<file path="config.mk">
export PLATFORM = sky130hd
export DESIGN_NAME = tsr_out_buf
export DESIGN_NICKNAME = d
export VERILOG_FILES = /design/src/hdl/tsr_pkg.sv /design/src/hdl/tsr_out_buf.sv
export SDC_FILE = /design/constraint.sdc
export NUM_CORES = 1
export LEC_CHECK = 0
export BUFFER_PORTS_ARGS = -buffer_cell sky130_fd_sc_hd__buf_2
export CORE_MARGIN = 5
export CORE_UTILIZATION = 52
export CTS_BUF_LIST = sky130_fd_sc_hd__clkbuf_4 sky130_fd_sc_hd__clkbuf_8 sky130_fd_sc_hd__clkbuf_16
export DETAILED_ROUTE_END_ITERATION = 8
export PLACE_DENSITY = 0.79
export SYNTH_ARGS = -nofsm -noshare
export SYNTH_HDL_FRONTEND = slang
export SYNTH_SLANG_ARGS = --single-unit
export TNS_END_PERCENT = 100
</file>
<file path="constraint.sdc">
create_clock -name clk -period 5.2 [get_ports clk]
set_input_delay 1.04 -clock clk [delete_from_list [all_inputs] [get_ports clk]]
set_output_delay 1.04 -clock clk [all_outputs]
set_load 0.02 [all_outputs]
</file>
<file path="src/hdl/tsr_pkg.sv">
package tsr_pkg;

  localparam int IdW   = 16;
  localparam int CfgW  = 16;
  localparam int StW   = 2;
  localparam int IdxW  = 3;
  localparam int DivW  = CfgW + 1;
  localparam int ProdW = IdW + DivW;
  localparam int PosW  = ProdW + 1;

  localparam logic [StW-1:0] ST_OK    = 2'd0;
  localparam logic [StW-1:0] ST_CFG   = 2'd1;
  localparam logic [StW-1:0] ST_RANGE = 2'd2;

  localparam logic [IdxW-1:0] REG_PIC_WIDTH    = 3'd0;
  localparam logic [IdxW-1:0] REG_PIC_HEIGHT   = 3'd1;
  localparam logic [IdxW-1:0] REG_CELL_WIDTH   = 3'd2;
  localparam logic [IdxW-1:0] REG_CELL_HEIGHT  = 3'd3;
  localparam logic [IdxW-1:0] REG_EDGE_MARGIN  = 3'd4;
  localparam logic [IdxW-1:0] REG_GAP_SPACING  = 3'd5;
  localparam logic [IdxW-1:0] REG_COLUMN_COUNT = 3'd6;
  localparam logic [IdxW-1:0] REG_TILE_LIMIT   = 3'd7;

  typedef struct packed {
    logic [CfgW-1:0] pic_width;
    logic [CfgW-1:0] pic_height;
    logic [CfgW-1:0] cell_width;
    logic [CfgW-1:0] cell_height;
    logic [CfgW-1:0] edge_margin;
    logic [CfgW-1:0] gap_spacing;
    logic [CfgW-1:0] column_count;
    logic [CfgW-1:0] tile_limit;
  } tsr_cfg_t;

  typedef struct packed {
    logic [DivW-1:0] rem;
    logic [DivW-1:0] quo;
    logic [DivW-1:0] den;
  } tsr_div_t;

  typedef struct packed {
    logic [IdW-1:0] tile_id;
    logic [StW-1:0] status;
    tsr_div_t       dv;
  } tsr_item_t;

  typedef struct packed {
    logic [StW-1:0]  status;
    logic [CfgW-1:0] src_x;
    logic [CfgW-1:0] src_y;
    logic [CfgW-1:0] src_w;
    logic [CfgW-1:0] src_h;
  } tsr_result_t;

endpackage

</file>
<file path="src/hdl/tsr_out_buf.sv">
module tsr_out_buf (
  input  logic                 clk,
  input  logic                 rst,
  input  logic                 in_valid,
  input  tsr_pkg::tsr_result_t in_res,
  output logic                 in_ready,
  output logic                 out_valid,
  output tsr_pkg::tsr_result_t out_res,
  input  logic                 out_ready
);

  logic                 skid_valid;
  tsr_pkg::tsr_result_t skid_res;
  logic                 take;

  assign in_ready = !skid_valid;
  assign take     = out_valid && out_ready;

  always_ff @(posedge clk) begin
    if (rst) begin
      out_valid  <= 1'b0;
      skid_valid <= 1'b0;
    end else if (skid_valid) begin
      if (take) begin
        skid_valid <= 1'b0;
      end
    end else if (in_valid) begin
      if (out_valid && !take) begin
        skid_valid <= 1'b1;
      end else begin
        out_valid <= 1'b1;
      end
    end else if (take) begin
      out_valid <= 1'b0;
    end
  end

  // load out_res, or skid_res while output waits; take empties skid
  always_ff @(posedge clk) begin
    if (skid_valid) begin
      if (take) begin
        out_res <= skid_res;
      end
    end else if (in_valid) begin
      if (out_valid && !take) begin
        skid_res <= in_res;
      end else begin
        out_res <= in_res;
      end
    end
  end

endmodule

</file>
## Yosys cells after proc, flatten, opt, wreduce, memory -nomap -nowiden

Cells that the tools add are included.
W data, S select, Z words.

- Output and inout port bits: 68
- Register bits after elaboration: 134
- Logic and storage cells: 36

- Equal/unequal tests: 3
- Multiplexer cells: 11
- Bitwise gates (word level): 1
- Reductions and logical operators: 9

Operators by type and width:

| kind | count |
|---|---|
| $mux W66 | 4 |
| $reduce_and A3 Y1 | 3 |
| $mux W1 | 7 |
| $ne A2 B2 Y1 const B | 2 |
| $reduce_bool A2 Y1 | 2 |
| $logic_and A1 B1 Y1 | 2 |
| $logic_not A1 Y1 | 2 |
| $ne A2 B1 Y1 const B | 1 |
| $not A1 Y1 | 1 |

## Longest topological paths before layout

- Depth in word-level cells: 6
- Mapped depth: 4
- Mapped depth without buffers: 2

## Worst setup path after synthesis

No wires, ideal clock.

- Kind: in2reg
- From: input port in_valid
- To: register out_res[0] (netlist bit) (enable)
- Data required time: 4688 ps
- Path buffers: 0
- Slack: 363 ps
- Arrival: 4325 ps
- Stages on the path: 2
- Cells stage by stage: mux2i_1 a21oi_1

- Longest elaborated chain between the ends: 2

RTL lines:

| element | RTL line | source |
|---|---|---|
| start, declared | tsr_out_buf.sv:4 | `input logic in_valid,` |
| $reduce_bool A2 Y1 (no source line) | n/a |  |
| $reduce_and A3 Y1 (no source line) | n/a |  |
| end signal, assigned | tsr_out_buf.sv:42 | `out_res <= skid_res;` |
| end signal, assigned | tsr_out_buf.sv:48 | `out_res <= in_res;` |
| end, declared | tsr_out_buf.sv:8 | `output tsr_pkg::tsr_result_t out_res,` |

Every way passes these cells.
A chain may end at the register's enable or synchronous reset.

## Final worst setup path

- From: register out_valid
- To: output port out_valid

RTL lines:

| element | RTL line | source |
|---|---|---|
| start, declared | tsr_out_buf.sv:7 | `output logic out_valid,` |
| start signal, assigned | tsr_out_buf.sv:21 | `out_valid <= 1'b0;` |
| start signal, assigned | tsr_out_buf.sv:31 | `out_valid <= 1'b1;` |
| start signal, assigned | tsr_out_buf.sv:34 | `out_valid <= 1'b0;` |

No word-level cell between the ends.

==> metrics.yaml <==
synth:
  synth_top_cells_by_count: "132 x edfxtp_1, 66 x mux2_4, 8 x buf_6"
  netlist-cell-type-count: 12
  synthesis.area_mm2: 0.00515
  yosysSeqAreaShare_pct: 77.7
  yosys.cell_count.top_type: "edfxtp_1"
  synth_top_area_share_pct: 76.9
  synthCells: 219
  synth_seq_cells: 134
  synth_edf_count: 132
  synthTopCellsByArea: "edfxtp_1 77%, mux2_4 19%, buf_6 1.7%"
  syn_area_per_cell_um2: 23.5
  synthesis.nets: 289
  async_reset_ff_share_pct: 0
  synth_ff_type: "edfxtp_1"
  yosysTopAreaCell: "edfxtp_1"
  yosys_warnings: 0
grt:
  grt.met2_usage_pct: 22.8
  busiest_layer: "met2"
  grt_pass1_wl_mm: 12.8
  grt_max_degree: 67
  grt_pass1_vias: 2540
  use_met1_pct: 18.6
  antenna_found_initial: 0
  grt_overflow_total: 0
  grtUsageTotal_pct: 14.8
  grt_use_met3_pct: 5.58
clock_network:
  cts_sinks: 134
  cts_tree: "built"
  ctsHtreeMaxLevel: 4
  postCtsSetupBuffers: 0
  clk_pin_slew_ns: 0.06
  clock-root-buffer: "clkbuf_8"
  postCtsHoldBufs: 0
  clock_latency_ns: 0.51
  cts_made_buffers: 17
  postCtsResizedCells: 0
  clockBufferDepth: 2
critical_path:
  startpoint_type: "register"
  max_stage_delay_ns: 0.48
  crit_type: "reg -> out"
  rr_startpoint: "skid_valid"
  path_max_fanout: 7
  rrSetupSlack_ns: 3.21
  crit_buf_inv: 1
  cpLargestDelayFamily: "flip-flops"
  cp_slowest_cell: "dfxtp_1"
  path_cells: "buf_2"
  ff2ff_path_depth: 2
  end_kind: "primary output"
  cp.required_ns: 4.16
  reg2reg_to: "out_res[38]"
  arrival_ns: 1.21
placement:
  hpwl_mm: 5.62
  io_buffers: 137
  place_congestion: 0.705
timing:
  min_period_ns: 2.25
  setup_tns_ns: 0
  report.final.slew_viol_count: 0
  tightest_slew_ns: 1.14
  fmax_mhz: 445
  finClkSkew_ns: 0.00461
  setup_violations: 0
  rsz0062_at_grt: "false"
  hold_viol_final: 0
  finalCritPeriodShare_pct: 43.2
  slew_headroom_pct: 23.9
  holdWs_ns: 0.543
power_and_ir_drop:
  p_leak_nw: 2.57
  peakVddDrop_uv: 196
  total_power_mw: 2.69
  powerDensity_mw_per_mm2: 413
route:
  routedWlPerCell_um: 16.5
  ant_nets: 0
  vias_per_cell: 4.83
  drt-initial-drc-count: 92
  routed_wl_mm: 8.50
  vias: 2489
  drc: 0
  firstDrtPassIters: 4
run_status:
  outcome: "finished clean"
layout:
  drive_above_1_share_pct: 62.3
  diodes: 0
  area_delta_synth_final_pct: 26.6
  final_nets: 439
worst_hold_path:
  hold_path_end: "out_res[7]"
  min_from: "skid_res[7]"
  hold_depth: 1
  min_path_type: "reg -> reg"
floorplanning:
  pin_count: 138
  start_util_pct: 53.0
  die_x_um: 110
  die_y_um: 110
  dieArea_mm2: 0.0120
  num_rows: 36
  coreArea_mm2: 0.00973
flow_run:
  drv_cap: 0
## layout by cell type (no fill, tap or decap)
master / count
bufinv_16: 3
clkinv_1: 2
mux2i_1: 1
and4_4: 1
nor2b_1: 1
dfxtp_1: 1
a21oi_1: 1
clkinv_2: 5
buf_4: 2
a211oi_1: 1
o32ai_1: 1
buf_2: 137
mux2_4: 66
edfxtp_1: 132
a21oi_4: 1
nand2b_1: 1
clkbuf_16: 16
clkinvlp_4: 3
dfxtp_4: 1
clkinv_4: 2
inv_1: 3
clkbuf_8: 1
## routing by layer
layer  part of all wire (%)  routed length, µm
met1                     42               3560
met2                     48               4090
met3                    8.8                750
met4                    1.1                 96
met5                      0                  0
## through the flow
stage / cells / util [%] / instance area, µm² / setup slack [ns]
global route: 515 / 67.1 / 6530 / 2.90
floorplan: 219 / - / 5150 / 0.363
CTS: 515 / 67.1 / 6530 / 2.92
detailed placement: 483 / 61.1 / 5950 / 2.65
finish: 515 / 67.1 / 6530 / 2.95
global placement: 483 / 61.1 / 5950 / 2.70
## cell families (layout without fill, tap and decap cells)
logic type	after synthesis	in the layout	share of synthesized area, %
muxes	67	67	19.4
buffers and inverters	11	174	1.97
and+or+nand+nor	3	3	0.413
AOI/OAI and AO/OA	4	4	0.510
DFF	134	134	77.7
## final cells by class
cell class / count / area [µm²]
inverter: 3 / 11.3
timing repair buffer: 139 / 701
multi-input combinational: 74 / 1060
sequential: 134 / 4010
clock buffer: 17 / 414
tap: 133 / 166
clock inverter: 15 / 163
fill: 689 / 3200
## power breakdown
part / switching (mW) / internal [mW] / total (mW)
logic: 0.145 / 0.118 / 0.263
clock network: 0.422 / 0.722 / 1.14
registers: 0.0189 / 1.27 / 1.29
## worst max-delay path by stage
stage | startpoint | end | slack, ns | depth (start not counted)
final | out_valid | out_valid | 2.95 | 1
after detailed placement | out_ready | skid_res[31] | 2.65 | 3
after CTS | out_valid | out_valid | 2.92 | 1
after global routing | out_valid | out_valid | 2.90 | 1
after floorplan | in_valid | out_res[0] | 0.36 | 2
after global placement | out_ready | skid_res[22] | 2.70 | 3
## registers in the layout, indices dropped and copies added, names as in the netlist
register,cells
out_res,66
out_valid,1
skid_res,66
skid_valid,1
No activity file was read; power rests on OpenSTA's default activity.
