`config.mk`:
```
export PLATFORM = sky130hd
export DESIGN_NAME = tsr_cfg_regs
export DESIGN_NICKNAME = d
export VERILOG_FILES = /design/src/hdl/tsr_pkg.sv /design/src/hdl/tsr_cfg_regs.sv
export SDC_FILE = /design/constraint.sdc
export NUM_CORES = 1
export LEC_CHECK = 0
export BUFFER_PORTS_ARGS = -buffer_cell sky130_fd_sc_hd__buf_2
export CORE_MARGIN = 2
export CORE_UTILIZATION = 25
export CTS_CLUSTER_SIZE = 20
export DETAILED_ROUTE_END_ITERATION = 7
export RECOVER_POWER = 25
export REMOVE_ABC_BUFFERS = 1
export SLEW_MARGIN = 20
export SYNTH_ARGS = -nofsm -noshare
export SYNTH_HDL_FRONTEND = slang
export SYNTH_SLANG_ARGS = --single-unit
```
`constraint.sdc`:
```
create_clock -name clk -period 1.75 [get_ports clk]
set_clock_uncertainty 0.15 [all_clocks]
set_input_delay 0.2625 -clock clk [delete_from_list [all_inputs] [get_ports clk]]
set_output_delay 0.2625 -clock clk [all_outputs]
set_load 0.005 [all_outputs]
```
`src/hdl/tsr_pkg.sv`:
```
package tsr_pkg;

  localparam int IdW   = 16;
  localparam int CfgW  = 16;
  localparam int StW   = 2;
  localparam int IdxW  = 3;
  localparam int DivW  = CfgW + 1;
  localparam int ProdW = IdW + DivW;
  localparam int PosW  = ProdW + 1;

  localparam logic [StW-1:0] ST_OK    = 2'd0;
  localparam logic [StW-1:0] ST_CFG   = 2'd1;
  localparam logic [StW-1:0] ST_RANGE = 2'd2;

  localparam logic [IdxW-1:0] REG_PIC_WIDTH    = 3'd0;
  localparam logic [IdxW-1:0] REG_PIC_HEIGHT   = 3'd1;
  localparam logic [IdxW-1:0] REG_CELL_WIDTH   = 3'd2;
  localparam logic [IdxW-1:0] REG_CELL_HEIGHT  = 3'd3;
  localparam logic [IdxW-1:0] REG_EDGE_MARGIN  = 3'd4;
  localparam logic [IdxW-1:0] REG_GAP_SPACING  = 3'd5;
  localparam logic [IdxW-1:0] REG_COLUMN_COUNT = 3'd6;
  localparam logic [IdxW-1:0] REG_TILE_LIMIT   = 3'd7;

  typedef struct packed {
    logic [CfgW-1:0] pic_width;
    logic [CfgW-1:0] pic_height;
    logic [CfgW-1:0] cell_width;
    logic [CfgW-1:0] cell_height;
    logic [CfgW-1:0] edge_margin;
    logic [CfgW-1:0] gap_spacing;
    logic [CfgW-1:0] column_count;
    logic [CfgW-1:0] tile_limit;
  } tsr_cfg_t;

  typedef struct packed {
    logic [DivW-1:0] rem;
    logic [DivW-1:0] quo;
    logic [DivW-1:0] den;
  } tsr_div_t;

  typedef struct packed {
    logic [IdW-1:0] tile_id;
    logic [StW-1:0] status;
    tsr_div_t       dv;
  } tsr_item_t;

  typedef struct packed {
    logic [StW-1:0]  status;
    logic [CfgW-1:0] src_x;
    logic [CfgW-1:0] src_y;
    logic [CfgW-1:0] src_w;
    logic [CfgW-1:0] src_h;
  } tsr_result_t;

endpackage

```
`src/hdl/tsr_cfg_regs.sv`:
```
module tsr_cfg_regs (
  input  logic                       clk,
  input  logic                       rst,
  input  logic                       we,
  input  logic [tsr_pkg::IdxW-1:0]   idx,
  input  logic [tsr_pkg::CfgW-1:0]   data,
  output tsr_pkg::tsr_cfg_t          cfg
);

  always_ff @(posedge clk) begin
    if (rst) begin
      cfg <= '0;
    end else if (we) begin
      unique case (idx)
        tsr_pkg::REG_PIC_WIDTH:    cfg.pic_width    <= data;
        tsr_pkg::REG_PIC_HEIGHT:   cfg.pic_height   <= data;
        tsr_pkg::REG_CELL_WIDTH:   cfg.cell_width   <= data;
        tsr_pkg::REG_CELL_HEIGHT:  cfg.cell_height  <= data;
        tsr_pkg::REG_EDGE_MARGIN:  cfg.edge_margin  <= data;
        tsr_pkg::REG_GAP_SPACING:  cfg.gap_spacing  <= data;
        tsr_pkg::REG_COLUMN_COUNT: cfg.column_count <= data;
        tsr_pkg::REG_TILE_LIMIT:   cfg.tile_limit   <= data;
        default:                   cfg <= cfg;
      endcase
    end
  end

endmodule

```
Yosys cells after proc, flatten, opt, wreduce, memory -nomap -nowiden

Cells that the tools add are included.

Register bits: 128
Logic and storage cells: 24
Output and inout port bits: 128

Reduce and logical (&&, ||, !) cells: 9
Equal/unequal tests: 7

Operators by type and width:

| kind                                                                  | number |
|---|---|
| 2-bit AND reduction                                                   | 8 |
| 3-bit equality test, second input constant                            | 4 |
| 3-bit by 2-bit equality test with 1-bit output, second input constant | 2 |
| 3-bit by 1-bit equality test with 1-bit output, second input constant | 1 |
| 3-bit zero test                                                       | 1 |

Longest topological paths before layout

Depth in word-level cells: 2
Depth in mapped cells: 5

Least setup slack after synthesis

OpenSTA, ideal clock, no wires.

Path kind: input-to-reg
Start point: in idx[0] (netlist bit)
End point: reg cfg[120] (netlist bit)
Arrival: 1190 ps
Path slack: 282 ps
Library setup time: 129 ps
Buffers on the path: 2
Stages: 4
Cells stage by stage: or4b_1 > buf_6 > buf_12 > mux2i_1

Cells in the longest elaborated chain, start to end: 2

RTL lines:

| item                          | line               | source |
|---|---|---|
| from (decl)                   | tsr_cfg_regs.sv:5  | `input logic [tsr_pkg::IdxW-1:0] idx,` |
| 3-bit zero test               | tsr_cfg_regs.sv:14 | `unique case (idx)` |
| 2-bit AND reduction (no line) | -                  |  |
| to (signal assigned)          | tsr_cfg_regs.sv:23 | `default: cfg <= cfg;` |
| to (decl)                     | tsr_cfg_regs.sv:7  | `output tsr_pkg::tsr_cfg_t cfg` |

No other way between the ends.
A chain may end at the register's enable or synchronous reset.

Worst setup path in the final report

Start point: in we
End point: reg cfg[70] (netlist bit)

Cells in the longest elaborated chain, start to end: 1

RTL lines:

| item                          | line              | source |
|---|---|---|
| from (decl)                   | tsr_cfg_regs.sv:4 | `input logic we,` |
| 2-bit AND reduction (no line) | -                 |  |

No other way between the ends.

==> run_results.csv <==
group,metric,value,unit
power_and_ir_drop,p_leak,3.54,nW
critical_path,start_kind,"input port",
critical_path,path_cells,"buf_2 -> buf_4 -> nand4b_1 -> clkbuf_1 -> mux2i_1",
global_route,top_usage_layer,"met2",
critical_path,slowest_delay,0.68,ns
critical_path,crit_start,"we",
global_route,grt_first_pass_wirelength,20800,um
routing,wl,13400,um
cts,cts_sinks,128,
final_layout,drive_above_1_share,31.9,%
flow_run,max_cap_viol_count,0,
placement,gp_congestion,0.687,
final_layout,reg_top3,"cfg x128",
synthesis,synthCells,454,
global_route,grt_pass1_vias,3586,
critical_path,crit_type,"input port to register",
status,status,"finished, final reports clean",
cts,insertion_delay,0.41,ns
power_and_ir_drop,p_int,0.00545,W
power_and_ir_drop,ir_worst_vdd,0.624,mV
power_and_ir_drop,p_clk_share,50.4,%
routing,wire_per_inst,15.4,um
timing,period_minus_slack,1.40,ns
synthesis,yosys.area_share.simple,19.5,%
synthesis,ys_seq_area_share,50.8,%
routing,drc,0,
cts,cts_root_buf,"clkbuf_16",
floorplanning,die_area,0.0213,sq mm
synthesis,synth_top_cell_by_area,"dfxtp_1",
final_layout,final_nets,615,
routing,ant_nets,0,
floorplanning,die_height,146,um
power_and_ir_drop,p_seq_share,43.5,%
cts,cts_setup_buffers,0,
critical_path,crit_arrival,1.58,ns
timing,worst_slew_pin_slew,0.877,ns
routing,firstDrtPassIters,4,
synthesis,synthMostInstantiatedCell,"nand2b_1",
timing,setup_viol,0,
timing,fin_crit_sh,80.3,%
global_route,met3_usage,4.63,%
min_path,hold_path.class,"input port to register",
timing,grt_setup_unrepaired,"false",
critical_path,reg2reg_from,"cfg[32]",
synthesis,synth.top_cell.area_share,50.8,%
min_path,hp-start,"data[6]",
synthesis,synth_edf_count,0,
critical_path,cp.required,1.93,ns
final_layout,area_delta_synth_final,32.7,%
synthesis,synth-compound-area-share,0,%
global_route,globalRouteOverflowTotal,0,
routing,drt_iter0_drc,127,
final_layout,regMostFlops,"cfg",
synthesis,synth_warnings,0,
cts,cts_tree,"done",
final_layout,utilization,34.1,%
timing,hold_violations,0,
critical_path,cpMaxStageDelayCell,"clkbuf_1",
synthesis,synth_top_family_by_area,"multiplexers",
floorplanning,fp-row-count,51,
global_route,grt_max_degree,59,
global_route,grtUsageTotal,12.7,%
synthesis,postSynthAreaPerCell,11.1,sq um
global_route,use_met2,19.2,%
power_and_ir_drop,pwr-share-comb,6.0,%
critical_path,cp_top_family,"buffers and inverters",
cts,cts_inserted_buffers,17,
synthesis,synth_xor_area_share,0,%
floorplanning,die_w,146,um
synthesis,ys.flop_type,"dfxtp_1",
final_layout,antennaDiodeCount,0,
placement,dp_hpwl,8760,um
timing,tns,0,ns
critical_path,cp_max_fo,8,
critical_path,worst_setup_path_end_kind,"register",
routing,num_vias,3534,
routing,viasPerCell,4.06,
power_and_ir_drop,p_sw_share,21.3,%
timing,max_freq,0.712,GHz
synthesis,ys_types,14,
power_and_ir_drop,power_density,1030,mW/mm^2
floorplanning,io_pins,150,
cts,cts_max_path_buffers,2,
synthesis,synth.area.top_cells,"dfxtp_1 (51%), mux2i_1 (25%), nand2b_1 (18%)",
synthesis,synthAdderAreaFrac,0,%
placement,port-buffer-count,149,
timing,maxSlewViolCount,0,
synthesis,synthArstFlopShare,0,%
timing,maxSlewHeadroom,41.5,%
synthesis,ys_top_cells_by_count,"nand2b_1 (144), dfxtp_1 (128), mux2i_1 (128)",
cts,htreeDepth,4,
global_route,global_route.usage.met1,17.0,%
synthesis,ys_ff_latch,128,
synthesis,synth.area.mux_share,25.4,%
cts,clk_transition_reported_paths,0.06,ns
global_route,antenna_found_initial,0,
power_and_ir_drop,p_sw,0.00148,W
final_layout,largest_register_ffs,128,
critical_path,worst-path-buf-inv,3,
floorplanning,core,0.0197,sq mm
synthesis,syn_area,0.00504,sq mm
cts,cts-resized-gates,0,
cts,cts.hold.buffers_added,0,
floorplanning,start_util,25.7,%
-- worst register-to-register path, delay by kind of cell (launching register included) --
kind	cells	cell delay, ns
flops	1	0.35
simple gates	1	0.08
mux	1	0.13
-- area by class of cell --
cell class,count,area [sq um]
Sequential cell,128,2560
Clock buffer,24,462
Clock inverter,7,110
Tap cell,265,332
Fill cell,2066,13000
Timing Repair Buffer,166,953
Multi-Input combinational cell,280,2280
-- path summary, 6_finish.rpt --
| check | end | slack (ns) | cells after the start |
|---|---|---|---|
| worst max-delay path | cfg[70] | 0.35 | 5 |
| worst min-delay path | cfg[6] | 0.14 | 3 |
| worst max register to register | cfg[32] | 0.97 | 2 |
| worst min register to register | cfg[89] | 0.32 | 2 |
-- power groups by stage --
stage               sequential, W  combinational [W]  clock, W
global placement          0.00308           0.000427         0
finish                    0.00301           0.000417   0.00349
floorplan                 0.00308           0.000194         0
global route              0.00302           0.000456   0.00373
CTS                       0.00301           0.000429   0.00360
detailed placement        0.00308           0.000428         0
-- routing by layer --
metal | routed length (um) | part of all wire [%]
met1 | 6530 | 49
met2 | 5850 | 44
met3 | 841 | 6.3
met4 | 140 | 1.0
met5 | 0 | 0
-- kinds of logic (layout without fill, tap and decap cells) --
kind of cell,Yosys count,count (layout)
buffers and inverters,46,197
DFF,128,128
muxes,128,128
and+or+nand+nor,152,152
-- layout by cell type, fill, tap and decap left out --
cell       instances
and4bb_2           1
buf_12             7
buf_2            148
buf_4              8
bufinv_16          3
clkbuf_1           8
clkbuf_16         17
clkbuf_2           1
clkbuf_8           1
clkinv_2           4
dfxtp_1          128
mux2i_1          128
nand2b_1         144
nand4_2            1
nand4b_1           3
nand4bb_2          2
or4b_1             1
-- stage by stage --
stage | worst slack [ns] | instances | total power, W | cell area (sq um) | hold WS, ns
floorplan | 0.120 | 408 | 0.00327 | 4830 | 0.293
global placement | 0.165 | 839 | 0.00350 | 6140 | 0.304
detailed placement | 0.148 | 839 | 0.00350 | 6140 | 0.311
CTS | 0.429 | 870 | 0.00705 | 6720 | 0.132
global route | 0.211 | 870 | 0.00721 | 6700 | 0.168
finish | 0.345 | 870 | 0.00692 | 6700 | 0.142
No activity file was read; power rests on OpenSTA's default activity.
