--- config.mk ---
export PLATFORM = sky130hd
export DESIGN_NAME = tsr_rect
export DESIGN_NICKNAME = d
export VERILOG_FILES = /design/src/hdl/tsr_pkg.sv /design/src/hdl/tsr_rect.sv
export SDC_FILE = /design/constraint.sdc
export NUM_CORES = 2
export LEC_CHECK = 0
export ABC_AREA = 1
export BUFFER_PORTS_ARGS = -buffer_cell sky130_fd_sc_hd__buf_4
export CAP_MARGIN = 20
export CORE_MARGIN = 2
export CORE_UTILIZATION = 65
export CTS_CLUSTER_DIAMETER = 60
export DETAILED_ROUTE_END_ITERATION = 8
export HOLD_SLACK_MARGIN = 0.03
export MAX_ROUTING_LAYER = met4
export PLACE_DENSITY = 0.86
export SETUP_SLACK_MARGIN = 0.15
export SYNTH_ARGS = -nofsm -noshare
export SYNTH_HDL_FRONTEND = slang
export SYNTH_SLANG_ARGS = --single-unit
--- constraint.sdc ---
create_clock -name clk -period 22.5 [get_ports clk]
set_input_delay 1.125 -clock clk [delete_from_list [all_inputs] [get_ports clk]]
set_output_delay 1.125 -clock clk [all_outputs]
set_load 0.02 [all_outputs]
--- src/hdl/tsr_pkg.sv ---
package tsr_pkg;

  localparam int IdW   = 16;
  localparam int CfgW  = 16;
  localparam int StW   = 2;
  localparam int IdxW  = 3;
  localparam int DivW  = CfgW + 1;
  localparam int ProdW = IdW + DivW;
  localparam int PosW  = ProdW + 1;

  localparam logic [StW-1:0] ST_OK    = 2'd0;
  localparam logic [StW-1:0] ST_CFG   = 2'd1;
  localparam logic [StW-1:0] ST_RANGE = 2'd2;

  localparam logic [IdxW-1:0] REG_PIC_WIDTH    = 3'd0;
  localparam logic [IdxW-1:0] REG_PIC_HEIGHT   = 3'd1;
  localparam logic [IdxW-1:0] REG_CELL_WIDTH   = 3'd2;
  localparam logic [IdxW-1:0] REG_CELL_HEIGHT  = 3'd3;
  localparam logic [IdxW-1:0] REG_EDGE_MARGIN  = 3'd4;
  localparam logic [IdxW-1:0] REG_GAP_SPACING  = 3'd5;
  localparam logic [IdxW-1:0] REG_COLUMN_COUNT = 3'd6;
  localparam logic [IdxW-1:0] REG_TILE_LIMIT   = 3'd7;

  typedef struct packed {
    logic [CfgW-1:0] pic_width;
    logic [CfgW-1:0] pic_height;
    logic [CfgW-1:0] cell_width;
    logic [CfgW-1:0] cell_height;
    logic [CfgW-1:0] edge_margin;
    logic [CfgW-1:0] gap_spacing;
    logic [CfgW-1:0] column_count;
    logic [CfgW-1:0] tile_limit;
  } tsr_cfg_t;

  typedef struct packed {
    logic [DivW-1:0] rem;
    logic [DivW-1:0] quo;
    logic [DivW-1:0] den;
  } tsr_div_t;

  typedef struct packed {
    logic [IdW-1:0] tile_id;
    logic [StW-1:0] status;
    tsr_div_t       dv;
  } tsr_item_t;

  typedef struct packed {
    logic [StW-1:0]  status;
    logic [CfgW-1:0] src_x;
    logic [CfgW-1:0] src_y;
    logic [CfgW-1:0] src_w;
    logic [CfgW-1:0] src_h;
  } tsr_result_t;

endpackage

--- src/hdl/tsr_rect.sv ---
module tsr_rect (
  input  logic                 clk,
  input  logic                 rst,
  input  logic                 adv,
  input  tsr_pkg::tsr_cfg_t    cfg,
  input  logic                 in_valid,
  input  tsr_pkg::tsr_item_t   in_item,
  output logic                 out_valid,
  output tsr_pkg::tsr_result_t out_res
);

  logic [tsr_pkg::DivW-1:0]  pitch_x;
  logic [tsr_pkg::DivW-1:0]  pitch_y;
  logic [tsr_pkg::ProdW-1:0] prod_x;
  logic [tsr_pkg::ProdW-1:0] prod_y;
  logic [tsr_pkg::PosW-1:0]  x_next;
  logic [tsr_pkg::PosW-1:0]  y_next;

  logic                      pos_valid;
  logic [tsr_pkg::StW-1:0]   pos_status;
  logic [tsr_pkg::PosW-1:0]  pos_x;
  logic [tsr_pkg::PosW-1:0]  pos_y;

  logic                      over;
  logic [tsr_pkg::StW-1:0]   st_final;
  tsr_pkg::tsr_result_t      res_next;

  // remainder is the column, quotient the row
  always_comb begin
    pitch_x  = {1'b0, cfg.cell_width} + {1'b0, cfg.gap_spacing};
    pitch_y  = {1'b0, cfg.cell_height} + {1'b0, cfg.gap_spacing};
    prod_x   = {{tsr_pkg::DivW{1'b0}}, in_item.dv.rem[tsr_pkg::IdW-1:0]}
             * {{tsr_pkg::IdW{1'b0}}, pitch_x};
    prod_y   = {{tsr_pkg::DivW{1'b0}}, in_item.dv.quo[tsr_pkg::IdW-1:0]}
             * {{tsr_pkg::IdW{1'b0}}, pitch_y};
    x_next   = {1'b0, prod_x} + tsr_pkg::PosW'(cfg.edge_margin);
    y_next   = {1'b0, prod_y} + tsr_pkg::PosW'(cfg.edge_margin);
  end

  always_ff @(posedge clk) begin
    if (rst) begin
      pos_valid <= 1'b0;
    end else if (adv) begin
      pos_valid <= in_valid;
    end
  end

  always_ff @(posedge clk) begin
    if (adv) begin
      pos_status <= in_item.status;
      pos_x      <= x_next;
      pos_y      <= y_next;
    end
  end

  always_comb begin
    over = (pos_x + tsr_pkg::PosW'(cfg.cell_width)) > tsr_pkg::PosW'(cfg.pic_width)
        || (pos_y + tsr_pkg::PosW'(cfg.cell_height)) > tsr_pkg::PosW'(cfg.pic_height);
    if (pos_status == tsr_pkg::ST_OK && over) begin
      st_final = tsr_pkg::ST_RANGE;
    end else begin
      st_final = pos_status;
    end
    res_next.status = st_final;
    if (st_final == tsr_pkg::ST_OK) begin
      res_next.src_x = pos_x[tsr_pkg::CfgW-1:0];
      res_next.src_y = pos_y[tsr_pkg::CfgW-1:0];
      res_next.src_w = cfg.cell_width;
      res_next.src_h = cfg.cell_height;
    end else begin
      res_next.src_x = '0;
      res_next.src_y = '0;
      res_next.src_w = '0;
      res_next.src_h = '0;
    end
  end

  always_ff @(posedge clk) begin
    if (rst) begin
      out_valid <= 1'b0;
    end else if (adv) begin
      out_valid <= pos_valid;
    end
  end

  always_ff @(posedge clk) begin
    if (adv) begin
      out_res <= res_next;
    end
  end

endmodule

# Word level (Yosys, flattened, before mapping)
# Index checks and enable logic that the tools add are counted.
dict set report word_totals {
  regBits 138
  latchBits 0
  mem_bits_rw 0
  mem_bits_ro 0
  input_bits 201
  output_inout_bits 67
  word_cells 25
  n_memories 0
}
dict set report op_classes {
  n_addsub 6
  mul 2
  div_mod_pow 0
  magnitude_cmp 2
  eq_ne 0
  n_shift 0
  n_mux 1
  n_bitwise 0
  reduce_logical 4
}
# cell count
set op_table {}
lappend op_table {{33-bit by 16-bit adder with 34-bit output} 2}
lappend op_table {{34-bit by 16-bit adder with 34-bit output} 2}
lappend op_table {{34-bit by 16-bit greater-than comparator with 1-bit output} 2}
lappend op_table {{16-bit by 17-bit multiplier with 33-bit output} 2}
lappend op_table {{16-bit by 16-bit adder with 17-bit output} 2}
lappend op_table {{2-bit logical NOT} 2}
lappend op_table {{2-bit two-way mux} 1}
lappend op_table {{1-bit logical AND} 1}
lappend op_table {{1-bit logical OR} 1}

# Depth between registers and ports, before layout
dict set report logic_depth {
  word_depth 6
  mapped_depth 39
  mapped_depth_nobuf 38
}

# Worst setup path before layout
# No wires, ideal clock.
dict set report synth_path {
  kind {input to register}
  from {input cfg[32] in the netlist's numbering}
  to {register pos_x[27] in the netlist's numbering, data pin}
  setup_time_ps 265
  t_arrival_ps 7739
  t_required_ps 22235
  setup_slack_ps 14496
  stages 33
  n_path_buf 0
  cell_sequence {ha_1 inv_1 fa_1 inv_1 nand3_1 a21oi_1 o21ai_0 nand2_1 nand2_1 nand2_1 a21o_1 nand3_1 nand2_1 xor2_1 inv_1 nor2_1 fa_1 inv_1 fa_1 fa_1 inv_1 fa_1 fa_1 fa_1 ha_1 a21oi_1 inv_1 a31oi_1 a21boi_0 o21ai_0 a21boi_0 o21ai_0 xor2_1}
}
dict set report synth_between {
  elab_chain_len 3
}
# item line
set synth_rtl {}
lappend synth_rtl {{start, declared} tsr_rect.sv:5} ;# input tsr_pkg::tsr_cfg_t cfg,
lappend synth_rtl {{16-bit by 16-bit adder with 17-bit output} tsr_rect.sv:30} ;# pitch_x = {1'b0, cfg.cell_width} + {1'b0, cfg.gap_spacing};
lappend synth_rtl {{16-bit by 17-bit multiplier with 33-bit output} tsr_rect.sv:33} ;# * {{tsr_pkg::IdW{1'b0}}, pitch_x};
lappend synth_rtl {{33-bit by 16-bit adder with 34-bit output} tsr_rect.sv:36} ;# x_next = {1'b0, prod_x} + tsr_pkg::PosW'(cfg.edge_margin);
lappend synth_rtl {{via x_next, one bit} tsr_rect.sv:16} ;# logic [tsr_pkg::PosW-1:0] x_next;
lappend synth_rtl {{end signal, assigned} tsr_rect.sv:51} ;# pos_x <= x_next;
lappend synth_rtl {{end, declared} tsr_rect.sv:21} ;# logic [tsr_pkg::PosW-1:0] pos_x;
# The timed path passes the listed nets, and every way through them passes these cells.
# A chain may end at the register's enable or synchronous reset.

# Worst setup path in the final report
# Same ends and word-level chain as after synthesis.

==> reports/metrics.yaml <==
outcome:
  status: "completed"
clock_tree:
  cts_tree: "done"
  cts_resized: 0
  cts_buffers: 17
  cts_setup_buffers: 0
  clock_sinks: 138
  clk_latency_ns: 0.44
  cts_buffer_depth: 2
  cts_root_buf: "clkbuf_16"
  ctsHtreeMaxLevel: 4
  clkTransAtPathRegs_ns: 0.06
  postCtsHoldBufs: 0
floorplan:
  io_pins: 268
  rows: 78
  die_h_um: 217
  die_area_um2: 47200
  initial_utilization: 0.655
  coreArea_um2: 45100
  die_w_um: 217
drt:
  drt-total-wl_mm: 85.9
  postRouteAntennaNets: 0
  drc: 0
  viasPerCell: 5.64
  highest_layer: "met4"
  wl_met3_mm: 9.81
  wl_met2_mm: 37.7
  drt_iter0_markers: 2399
  vias: 25600
  avgRoutedWirePerCell_um: 18.9
  firstDrtPassIters: 7
  wirelength_met1_mm: 33.0
finish:
  stdcell_count: 4542
  num_antenna_cells: 0
  num-nets-final: 4904
  area_growth_pct: 8.89
  nFillCells: 3589
  drive_above_1_share: 0.0850
  design_area_um2: 32200
logic_synthesis:
  avgSynthCellArea_um2: 7.85
  syn-num-nets: 4736
  yosysTopAreaCellShare: 0.308
  synth.largest_area_cell: "fa_1"
  syn_inst: 3761
  ys_seq_area_frac: 0.140
  synth-seq-cells: 138
  netlist_area_um2: 29500
  yosysWarnings: 0
  synth.area.top_cells: "fa_1, edfxtp_1, ha_1, inv_1, nand2_1"
  synth.distinct_cells: 50
min_path:
  min_path_type: "reg -> reg"
  min_from: "out_valid$_SDFFE_PP0P_"
  hold_path_depth: 2
timing:
  worst_pin_slew_ns: 1.09
  drv_slew: 0
  relSlewSlack: 0.275
  post-route-period-util: 0.412
  fin_setup_tns_ns: 0
  skew_ns: 0.00902
  min_period_ns: 9.27
  setup_violations: 0
  rsz0062_at_grt: "false"
  fmax_mhz: 108
  hold_viol_final: 0
grt:
  overflow: 0
  grt_max_degree: 87
  grt_use_total: 0.387
  grt_pass1_wl_mm: 136
  antenna_found_initial: 1
  grt_pass1_vias: 25800
critical_path:
  cp_num_buf_inv: 8
  cp-end-kind: "register"
  r2r_slack_ns: 17.81
  critPathKind: "in -> reg"
  slowest_stage: "clkinv_1"
  required_ns: 22.67
  arrival_ns: 9.44
  regToRegStartpoint: "pos_y[7]$_DFFE_PP_"
  path_max_fanout: 10
  path_depth: 34
  path_delay_family: "adder cells"
  critPathLaunchType: "primary input"
  reg2reg_depth: 23
  cp-startpoint: "cfg[32]"
  cpMostUsedCell: "fa_1"
  cpPeakStageDelay_ns: 0.61
placed_design:
  dp_cells: 4509
  gp_congestion: 1.01
  io_buffers: 200
  dpl_cell_area_um2: 31600
  hpwl_mm: 71.9
flow_run:
  max_cap_violations: 0
registers in the layout (all words and copies together), names as in the netlist:
| name | count |
|---|---|
| out_res | 66 |
| out_valid | 1 |
| pos_status | 2 |
| pos_valid | 1 |
| pos_x | 34 |
| pos_y | 34 |
metrics by stage:
stage / hold WS [ns] / util / worst slack [ns]
global route: 0.485 / 0.713 / 12.94
finish: 0.457 / 0.713 / 13.23
floorplan: 0.430 / - / 14.50
CTS: 0.456 / 0.713 / 13.62
global placement: 0.441 / 0.701 / 13.27
detailed placement: 0.448 / 0.701 / 13.22
worst reg2reg max path, stage by stage (launching register included):
cell	delay [ns]
edfxtp_1	0.42
ha_1	0.38
nand2_1	0.12
nor2_1	0.35
nand3_1	0.16
nand3_2	0.18
nand2_1	0.07
nand2_1	0.07
xor2_1	0.16
ha_1	0.29
a21oi_1	0.12
o21ai_0	0.08
a21boi_0	0.24
nand2_1	0.10
nand2_1	0.13
nand2_1	0.09
nor2_1	0.10
nand2_1	0.06
nor2_1	0.08
nand3_1	0.12
nor2_4	0.14
nand4_4	0.46
buf_4	0.47
nor2_1	0.18
cell usage in the layout, fill, tap and decap left out, types with 2 or more instances in the layout:
master     Yosys  final
clkinv_4       0      2
nand3_2        5      5
clkinv_1      15     17
xnor2_1       33     33
ha_1         320    320
nor3_1        15     15
a21o_1         8      8
or2_1          3      3
o21a_1         4      4
o21ai_1        3      3
o21ai_0       53     53
a31oi_1       15     15
and2_1         4      4
a21oi_1      142    142
a211oi_1       4      4
nand3b_1       7      7
buf_4          1    208
nand2_1      754    754
xor2_2         1      3
nor2_1       405    405
xor2_1        64     62
edfxtp_1     136    136
inv_1        951    951
nor4_1         9      9
clkbuf_16      0     17
o31ai_1        2      2
nor3_2         2      2
o211ai_1       5      5
fa_1         454    454
inv_6          0      7
nor2_2        29     29
a21boi_0       5      5
dfxtp_1        2      2
nand4_1       22     22
or2_2         44     44
o21bai_1      10     10
nand3_1      157    157
nand2_2        6      6
per-layer routing:
layer  GRT usage  up-vias
met2       0.578     1529
met3      0.0840      340
met4       0.201        0
met1       0.500    12000
li1            -    11700
met5           -        -
final timing paths:
check,end
hold / removal,out_valid$_SDFFE_PP0P_
hold reg to reg,out_valid$_SDFFE_PP0P_
setup reg to reg,out_res[63]$_SDFFCE_PP0P_
setup / recovery,pos_x[27]$_DFFE_PP_
Yosys cell counts (all sizes together):
library cell	instances
inv	952
nand2	760
fa	454
nor2	435
ha	320
nand3	162
a21oi	142
edfxtp	136
xor2	65
o21ai	56
clkbuf	51
or2	48
xnor2	33
nand4	23
nor3	17
a31oi	15
clkinv	15
o21bai	10
buf	9
nor4	9
a21o	8
nand3b	8
and2	6
o211ai	6
a21boi	5
a211oi	4
o21a	4
dfxtp	2
o31ai	2
a221oi	1
a31o	1
o2111ai	1
o221ai	1
cell type report:
cell class	instances	area, µm²	share of cell area
timing repair buffer	209	1570	0.0489
clock inverter	14	135	0.00420
clock buffer	18	429	0.0133
sequential	138	4120	0.128
multi-input combinational	2596	21500	0.669
tap	600	751	0.0233
inverter	967	3630	0.113
cell families after synthesis:
logic type	after synthesis	share of synthesized area
buf+inv	1027	0.132
xor+xnor	98	0.0293
flops	138	0.140
compound gates	256	0.0480
simple gates	1468	0.208
fa+ha+maj	774	0.443
Power is not shown: default switching activity piles up to over one toggle a cycle in this logic, so the estimate is an artifact.
